## src/hw/rtl/ols_pkg.sv

```systemverilog
// ============================================================================
// ols_pkg: shared types and constants of the ordered list store
// Request and result field widths, stream word layouts, operation codes and
// status codes used by the store and by its interface checker.
// ============================================================================
package ols_pkg;

    // Request fields, packed from the lowest bit up: func, position, value.
    localparam int FUNC_BITS      = 3;
    localparam int POS_BITS       = 4;
    localparam int VALUE_BITS     = 32;
    localparam int IN_FUNC_LSB    = 0;
    localparam int IN_POS_LSB     = IN_FUNC_LSB + FUNC_BITS;
    localparam int IN_VALUE_LSB   = IN_POS_LSB + POS_BITS;
    localparam int IN_USED_BITS   = IN_VALUE_LSB + VALUE_BITS;
    localparam int IN_TDATA_BITS  = ((IN_USED_BITS + 7) / 8) * 8;

    // Result fields, packed from the lowest bit up: read_value, entry_count,
    // status.
    localparam int READ_BITS      = 32;
    localparam int COUNT_BITS     = 5;
    localparam int STATUS_BITS    = 2;
    localparam int OUT_READ_LSB   = 0;
    localparam int OUT_COUNT_LSB  = OUT_READ_LSB + READ_BITS;
    localparam int OUT_STATUS_LSB = OUT_COUNT_LSB + COUNT_BITS;
    localparam int OUT_USED_BITS  = OUT_STATUS_LSB + STATUS_BITS;
    localparam int OUT_TDATA_BITS = ((OUT_USED_BITS + 7) / 8) * 8;

    typedef enum logic [FUNC_BITS-1:0] {
        FN_PUSH_FRONT = 3'd0,
        FN_APPEND     = 3'd1,
        FN_REMOVE     = 3'd2,
        FN_SET        = 3'd3,
        FN_GET        = 3'd4
    } t_func;

    typedef enum logic [STATUS_BITS-1:0] {
        ST_OK    = 2'd0,
        ST_FULL  = 2'd1,
        ST_RANGE = 2'd2,
        ST_ZERO  = 2'd3
    } t_status;

endpackage

```

## src/hw/rtl/ordered_list_store.sv

```systemverilog
// ============================================================================
// ordered_list_store: fixed-capacity ordered list of words
// Push front, append, remove at index, set and get on a list held in one
// synchronous single-port-write, single-port-read memory.
// ============================================================================
// Usage
// Requests arrive on the s_axis channel, one item per operation; every item
// produces exactly one result item on the m_axis channel carrying the word
// read by a get, the number of entries held afterwards and a status code.
// The block works on one request at a time. A request is taken only while
// the sequencer is idle. Set and append pass through S_PUT and S_FIN, get
// through S_LOOK, S_CHECK and S_FIN, and unknown operations and refused
// requests go straight to S_FIN. Push front moves every entry up and remove
// moves the entries after the position down, through the memory one per
// cycle (read one cycle, written back the next). The finished result sits
// in an output register; a new request is accepted while that result still
// waits for the receiver. If the receiver stalls, the next result waits in
// the sequencer until the register frees. Reset clears the count, the
// state, the pending write and the output valid; the memory itself is never
// cleared because entries at or above the count are never read, so the list
// is usable as soon as reset is released.
// ============================================================================
module ordered_list_store
    import ols_pkg::*;
#(
    parameter int DEPTH     = 16,
    parameter int WORD_BITS = 32
) (
    input  logic                      i_clk,
    input  logic                      i_rst_n,
    // Request stream.
    input  logic                      i_s_axis_tvalid,
    output logic                      o_s_axis_tready,
    // tdata: func [2:0], position [6:3], value [38:7], zero pad [39].
    input  logic [IN_TDATA_BITS-1:0]  i_s_axis_tdata,
    // Result stream.
    output logic                      o_m_axis_tvalid,
    input  logic                      i_m_axis_tready,
    // tdata: read_value [31:0], entry_count [36:32], status [38:37],
    // zero pad [39].
    output logic [OUT_TDATA_BITS-1:0] o_m_axis_tdata
);

    // Address width of the memory and width of the count, which must be able
    // to hold DEPTH itself. PW is wide enough to compare a position with it.
    localparam int AW = $clog2(DEPTH);
    localparam int CW = $clog2(DEPTH + 1);
    localparam int PW = (CW > POS_BITS) ? CW : POS_BITS;

    typedef enum logic [2:0] {
        S_IDLE,      // waiting for a request
        S_LOOK,      // read the addressed entry
        S_CHECK,     // examine the entry for get or remove
        S_SHIFT_UP,  // push front: move entries up, highest first
        S_SHIFT_DN,  // remove: move later entries down, lowest first
        S_DRAIN,     // last moved word is written back
        S_PUT,       // write the request word
        S_FIN        // hand the result to the output register
    } t_state;

    // The entry storage; a location is only read below the count.
    logic [WORD_BITS-1:0] r_mem [DEPTH];

    t_state               r_state;
    t_func                r_func;
    t_status              r_status;
    logic [WORD_BITS-1:0] r_val;
    logic [WORD_BITS-1:0] r_read;
    logic [WORD_BITS-1:0] r_rd_data;
    logic [CW-1:0]        r_count;
    logic [AW-1:0]        r_idx;
    logic [AW-1:0]        r_wr_addr;
    logic                 r_wr_pend;
    logic                 r_out_valid;
    logic [OUT_TDATA_BITS-1:0] r_out_data;

    logic                 in_accept;
    t_func                in_func;
    logic [POS_BITS-1:0]  in_pos;
    logic [VALUE_BITS-1:0] in_value;
    logic                 list_full;
    logic                 pos_ok;
    logic                 idx_is_last;
    logic                 out_free;

    logic                 mem_rd_en;
    logic [AW-1:0]        mem_rd_addr;
    logic                 mem_wr_en;
    logic [AW-1:0]        mem_wr_addr;
    logic [WORD_BITS-1:0] mem_wr_data;

    assign o_s_axis_tready = (r_state == S_IDLE);
    assign in_accept       = i_s_axis_tvalid && o_s_axis_tready;
    assign in_func         = t_func'(i_s_axis_tdata[IN_POS_LSB-1:IN_FUNC_LSB]);
    assign in_pos          = i_s_axis_tdata[IN_VALUE_LSB-1:IN_POS_LSB];
    assign in_value        = i_s_axis_tdata[IN_USED_BITS-1:IN_VALUE_LSB];

    assign list_full   = (r_count == CW'(DEPTH));
    assign pos_ok      = (PW'(in_pos) < PW'(r_count));
    assign idx_is_last = ((CW'(r_idx) + CW'(1)) == r_count);
    assign out_free    = !r_out_valid || i_m_axis_tready;

    // Memory port control. A moved word is written in the cycle after its read;
    // the request word is written in S_PUT, which never overlaps a pending
    // move. Shifts read and write addresses two apart, so no forwarding is
    // needed.
    always_comb begin
        mem_rd_en   = (r_state == S_LOOK) || (r_state == S_SHIFT_UP) ||
                      (r_state == S_SHIFT_DN);
        mem_rd_addr = r_idx;
        mem_wr_en   = r_wr_pend || (r_state == S_PUT);
        mem_wr_addr = (r_state == S_PUT) ? r_idx : r_wr_addr;
        mem_wr_data = (r_state == S_PUT) ? r_val : r_rd_data;
    end

    always_ff @(posedge i_clk) begin
        if (mem_wr_en) begin
            r_mem[mem_wr_addr] <= mem_wr_data;
        end
        if (mem_rd_en) begin
            r_rd_data <= r_mem[mem_rd_addr];
        end
    end

    // Sequencer and output register.
    always_ff @(posedge i_clk) begin
        if (!i_rst_n) begin
            r_state     <= S_IDLE;
            r_count     <= '0;
            r_wr_pend   <= 1'b0;
            r_out_valid <= 1'b0;
        end else begin
            // A new result takes the register in the cycle the old one leaves.
            if (r_state == S_FIN && out_free) begin
                r_out_valid <= 1'b1;
            end else if (r_out_valid && i_m_axis_tready) begin
                r_out_valid <= 1'b0;
            end

            unique case (r_state)
                S_IDLE: begin
                    if (in_accept) begin
                        r_func   <= in_func;
                        r_val    <= WORD_BITS'(in_value);
                        r_read   <= '0;
                        unique case (in_func)
                            FN_PUSH_FRONT: begin
                                if (list_full) begin
                                    r_status <= ST_FULL;
                                    r_state  <= S_FIN;
                                end else if (r_count == '0) begin
                                    r_status <= ST_OK;
                                    r_idx    <= '0;
                                    r_state  <= S_PUT;
                                end else begin
                                    r_status <= ST_OK;
                                    r_idx    <= AW'(r_count - CW'(1));
                                    r_state  <= S_SHIFT_UP;
                                end
                            end
                            FN_APPEND: begin
                                if (list_full) begin
                                    r_status <= ST_FULL;
                                    r_state  <= S_FIN;
                                end else begin
                                    r_status <= ST_OK;
                                    r_idx    <= AW'(r_count);
                                    r_state  <= S_PUT;
                                end
                            end
                            FN_REMOVE, FN_GET: begin
                                if (!pos_ok) begin
                                    r_status <= ST_RANGE;
                                    r_state  <= S_FIN;
                                end else begin
                                    r_status <= ST_OK;
                                    r_idx    <= AW'(in_pos);
                                    r_state  <= S_LOOK;
                                end
                            end
                            FN_SET: begin
                                if (!pos_ok) begin
                                    r_status <= ST_RANGE;
                                    r_state  <= S_FIN;
                                end else begin
                                    r_status <= ST_OK;
                                    r_idx    <= AW'(in_pos);
                                    r_state  <= S_PUT;
                                end
                            end
                            default: begin
                                r_status <= ST_OK;
                                r_state  <= S_FIN;
                            end
                        endcase
                    end
                end
                S_LOOK: begin
                    r_state <= S_CHECK;
                end
                S_CHECK: begin
                    if (r_func == FN_GET) begin
                        r_read  <= r_rd_data;
                        r_state <= S_FIN;
                    end else if (r_rd_data == '0) begin
                        r_status <= ST_ZERO;
                        r_state  <= S_FIN;
                    end else if (idx_is_last) begin
                        r_count <= r_count - CW'(1);
                        r_state <= S_FIN;
                    end else begin
                        r_idx   <= r_idx + AW'(1);
                        r_state <= S_SHIFT_DN;
                    end
                end
                S_SHIFT_UP: begin
                    r_wr_pend <= 1'b1;
                    r_wr_addr <= r_idx + AW'(1);
                    if (r_idx == '0) begin
                        r_state <= S_DRAIN;
                    end else begin
                        r_idx <= r_idx - AW'(1);
                    end
                end
                S_SHIFT_DN: begin
                    r_wr_pend <= 1'b1;
                    r_wr_addr <= r_idx - AW'(1);
                    if (idx_is_last) begin
                        r_state <= S_DRAIN;
                    end else begin
                        r_idx <= r_idx + AW'(1);
                    end
                end
                S_DRAIN: begin
                    r_wr_pend <= 1'b0;
                    if (r_func == FN_PUSH_FRONT) begin
                        r_state <= S_PUT;
                    end else begin
                        r_count <= r_count - CW'(1);
                        r_state <= S_FIN;
                    end
                end
                S_PUT: begin
                    if (r_func == FN_PUSH_FRONT || r_func == FN_APPEND) begin
                        r_count <= r_count + CW'(1);
                    end
                    r_state <= S_FIN;
                end
                S_FIN: begin
                    if (out_free) begin
                        r_out_data  <= OUT_TDATA_BITS'({r_status,
                                                         COUNT_BITS'(r_count),
                                                         READ_BITS'(r_read)});
                        r_state     <= S_IDLE;
                    end
                end
                default: begin
                    r_state <= S_IDLE;
                end
            endcase
        end
    end

    assign o_m_axis_tvalid = r_out_valid;
    assign o_m_axis_tdata  = r_out_data;

endmodule

```

## config.mk

```make
export PLATFORM = sky130hd
export DESIGN_NAME = ordered_list_store
export DESIGN_NICKNAME = d
export VERILOG_FILES = /design/src/hw/rtl/ols_pkg.sv /design/src/hw/rtl/ordered_list_store.sv
export SDC_FILE = /design/constraint.sdc
export NUM_CORES = 1
export LEC_CHECK = 0
export ABC_AREA = 1
export BUFFER_PORTS_ARGS = -buffer_cell sky130_fd_sc_hd__buf_2
export CORE_MARGIN = 2
export CORE_UTILIZATION = 35
export DETAILED_ROUTE_END_ITERATION = 8
export SYNTH_ARGS = -nofsm -noshare
export SYNTH_HDL_FRONTEND = slang
export SYNTH_SLANG_ARGS = --single-unit
```

## constraint.sdc

```tcl
create_clock -name i_clk -period 8.4 [get_ports i_clk]
set_input_delay 1.68 -clock i_clk [delete_from_list [all_inputs] [get_ports i_clk]]
set_output_delay 1.68 -clock i_clk [all_outputs]
set_load 0.02 [all_outputs]
```

==> flow_summary.yaml <==
cells_and_area:
  n_fill_cell: 6734
  diodes: 0
  drive_gt1_frac: 0.127
  fin_area_um2: 30100
  seq_area_um2: 20000
  postLayoutCoreUtil: 0.405
  fin_nets: 2144
  finalNonFillerCells: 3108
  multi_input_area_um2: 5670
  syn_to_final_growth_pct: 14.6
routing:
  vias: 16300
  drcViolationCount: 0
  drt_first_pass_iters: 6
  routed.top_layer: "met4"
  antenna_left: 0
  wl_met1_mm: 26.1
  first_iter_violations: 1434
  wl_met3_mm: 3.56
  wirelength_mm: 63.5
  wl_met2_mm: 31.9
  avgViaCountPerCell: 5.24
  wl_per_cell_um: 20.4
floorplanning:
  die-area_um2: 77300
  design.portCount: 86
  initial_utilization: 0.353
  rows: 100
  fp.dieW_um: 278
  die_y_um: 278
  core_um2: 74400
worst_setup_path:
  rr_startpoint: "r_state[2]$_SDFFE_PN0P_"
  r2r_slack_ns: 4.51
  rr_endpoint: "r_mem[2][3]$_DFFE_PP_"
  crit_arrival_ns: 4.12
  ff2ff_path_depth: 8
  critPathMaxFanout: 53
  crit_path_start_kind: "flip-flop"
  slowest_delay_ns: 0.61
  cp.required_ns: 8.62
  crit_chain: "nand2_2 > nor2_4 > buf_4 > o21ai_0 > inv_1 > nand3_1 > nor2_4 > buf_4"
  path_class: "reg2reg"
  critPathSlowestCell: "buf_4"
  critPathCaptureType: "flip-flop"
power_and_ir_drop:
  power_density_nw_per_um2: 359
  total_leakage_power_nw: 9.98
  irDropWorstVdd_mv: 0.356
flow_run:
  drv_cap: 0
timing:
  finalSetupViolCount: 0
  hold_viol_final: 0
  maxClockFrequency_ghz: 0.257
  fin_crit_sh: 0.464
  finalCriticalPeriod_ns: 3.89
  max_slew_margin: 0.187
  timing.setup.tns_ns: 0
  tightest_slew_ns: 1.22
  rsz0062_at_grt: "false"
  slew_violations: 0
  skew_ns: 0.0297
global_routing:
  grt_pass1_vias: 16000
  grt_usage: 0.162
  globalRoute.totalOverflow: 0
  antenna_found_initial: 0
  grt_pass1_wl_mm: 95.1
  grt_max_degree: 262
clock_tree:
  clockBufferDepth: 3
  clkSlewWorstSetupHoldPaths_ns: 0.06
  htreeDepth: 3
  holdBufCountCts: 0
  cts_tree: "built"
  cts_resized: 0
  cts_setup_buffers: 0
  cts-root-buf: "clkbuf_16"
  clk_latency_ns: 0.60
  cts_made_buffers: 66
  clock_sinks: 670
synth:
  synth_seq_cells: 670
  synth_top_area_cell: "edfxtp_1"
  synth_top_family_by_area: "compound AO/OA/AOI/OAI gates"
  syn_nets: 2049
  yosysWarnings: 0
  synth_fa_ha_area_frac: 0.00381
  synth_compound_area_frac: 0.103
  synthFlopType: "edfxtp_1"
  yosys.area_share.simple: 0.0982
  async_reset_ff_frac: 0
  synthTopCellsByArea: "edfxtp_1 (75%), o21ai_0 (5.7%), nor2_1 (5.2%), nand2_1 (2.6%), o22ai_1 (1.9%)"
  synth_xor_xnor_area_share: 0.00333
  synth_mux_area_frac: 0
  syn_inst: 1997
  ys_types: 39
  synth_seq_area_share: 0.761
  synth_edf_count: 660
  avgSynthCellArea_um2: 13.2
  synth_top_area_share: 0.754
  netlist_area_um2: 26300
placed_design:
  gp_congestion: 0.828
  portBuffers: 83
  place_inst: 2993
  dp_hpwl_mm: 34.0
  placed_cell_area_um2: 28100
worst_hold_path:
  holdPathStages: 0
  min-delay-path-class: "reg2reg"
  min_to: "o_m_axis_tdata[1]$_DFFE_PP_"
  min_from: "r_read[1]$_SDFFCE_PN0P_"
run_status:
  run_status: "completed"
==> worst max path at each step <==
| stage | from | end | slack [ns] | depth (start not counted) |
|---|---|---|---|---|
| after global placement | r_state[2]$_SDFFE_PN0P_ | r_mem[3][6]$_DFFE_PP_ | 4.54 | 8 |
| after global routing | r_state[2]$_SDFFE_PN0P_ | r_mem[3][8]$_DFFE_PP_ | 4.23 | 8 |
| final | r_state[2]$_SDFFE_PN0P_ | r_mem[2][3]$_DFFE_PP_ | 4.51 | 8 |
| after CTS | r_state[2]$_SDFFE_PN0P_ | r_mem[2][3]$_DFFE_PP_ | 4.47 | 8 |
| after floorplan | i_rst_n | r_read[0]$_SDFFCE_PN0P_ | 3.53 | 3 |
| after detailed placement | r_state[2]$_SDFFE_PN0P_ | r_mem[2][6]$_DFFE_PP_ | 4.48 | 8 |
==> kinds of logic (layout without fill, tap and decap cells) <==
logic type / Yosys count / in the layout
flops: 670 / 670
simple gates: 642 / 642
compound gates: 473 / 473
buf+inv: 193 / 335
xor+xnor: 10 / 10
fa+ha+maj: 8 / 8
other cells: 1 / 1
==> synthesized netlist by cell type, types with 6 or more instances <==
cell type and instances:
edfxtp_1 660, nor2_1 361, o21ai_0 297, nand2_1 179, clkbuf_1 82, o22ai_1 80
nand3_1 79, inv_1 69, o221ai_1 48, buf_2 29, o211ai_1 21, a21oi_1 11
dfxtp_1 10, o21ai_1 9, ha_1 8, xor2_1 6
==> power breakdown <==
part | internal, mW | switching (mW) | leakage, nW
Sequential | 4.59 | 0.163 | 6.07
Clock | 1.67 | 1.19 | 1.01
Combinational | 0.869 | 2.35 | 2.89
==> metal layers <==
| layer | vias up | track usage |
|---|---|---|
| met5 | - | 0 |
| met4 | 0 | 0.0661 |
| met3 | 118 | 0.0237 |
| met2 | 494 | 0.284 |
| met1 | 8163 | 0.200 |
| li1 | 7519 | - |
==> per-stage QoR <==
step           total power [mW]  hold WS, ns  setup WS (ns)
3_3_place_gp               7.92        0.404           4.54
4_1_cts                    10.9        0.406           4.47
6_report                   10.8        0.405           4.51
3_5_place_dp               8.03        0.405           4.48
5_1_grt                    11.4        0.418           4.23
2_1_floorplan              6.86        0.400           3.53
==> cells in the final DEF (no fill, tap or decap), drive strengths merged <==
cell type,Yosys,layout
edfxtp,660,660
nor2,364,364
o21ai,306,306
nand2,183,183
buf,35,144
clkbuf,82,85
nand3,81,81
o22ai,80,80
inv,74,75
o221ai,48,48
clkinv,2,25
o211ai,21,21
a21oi,11,11
dfxtp,10,10
ha,8,8
xor2,6,6
bufinv,0,6
nand4,5,5
xnor2,4,4
or2,3,3
nor3,3,3
a22oi,2,2
nor4,2,2
o2bb2ai,1,1
a2bb2oi,1,1
a211oi,1,1
and2,1,1
o211a,1,1
a31oi,1,1
conb,1,1
==> critical path, delay by kind of cell, from the launching register on <==
kind,cells,cell delay (ns)
AOI/OAI and AO/OA,1,0.24
buffers and inverters,3,1.26
and+or+nand+nor,4,1.50
DFF,1,0.51
==> area by class of cell <==
type,instances,area share
Inverter,76,0.00967
Multi-Input combinational cell,1134,0.188
Tap cell,969,0.0402
Timing Repair Buffer,144,0.0294
Sequential cell,670,0.664
Clock buffer,85,0.0586
Clock inverter,30,0.00996
==> sequential cells by signal, indices dropped and copies added, names as in the netlist <==
| signal | count |
|---|---|
| r_state | 3 |
| r_rd_data | 32 |
| r_wr_addr | 4 |
| r_func | 3 |
| mem_rd_addr | 4 |
| r_status | 2 |
| r_read | 32 |
| o_m_axis_tvalid | 1 |
| r_mem | 512 |
| r_wr_pend | 1 |
| r_count | 5 |
| o_m_axis_tdata | 39 |
| r_val | 32 |
(Power assumes the default switching activity.)
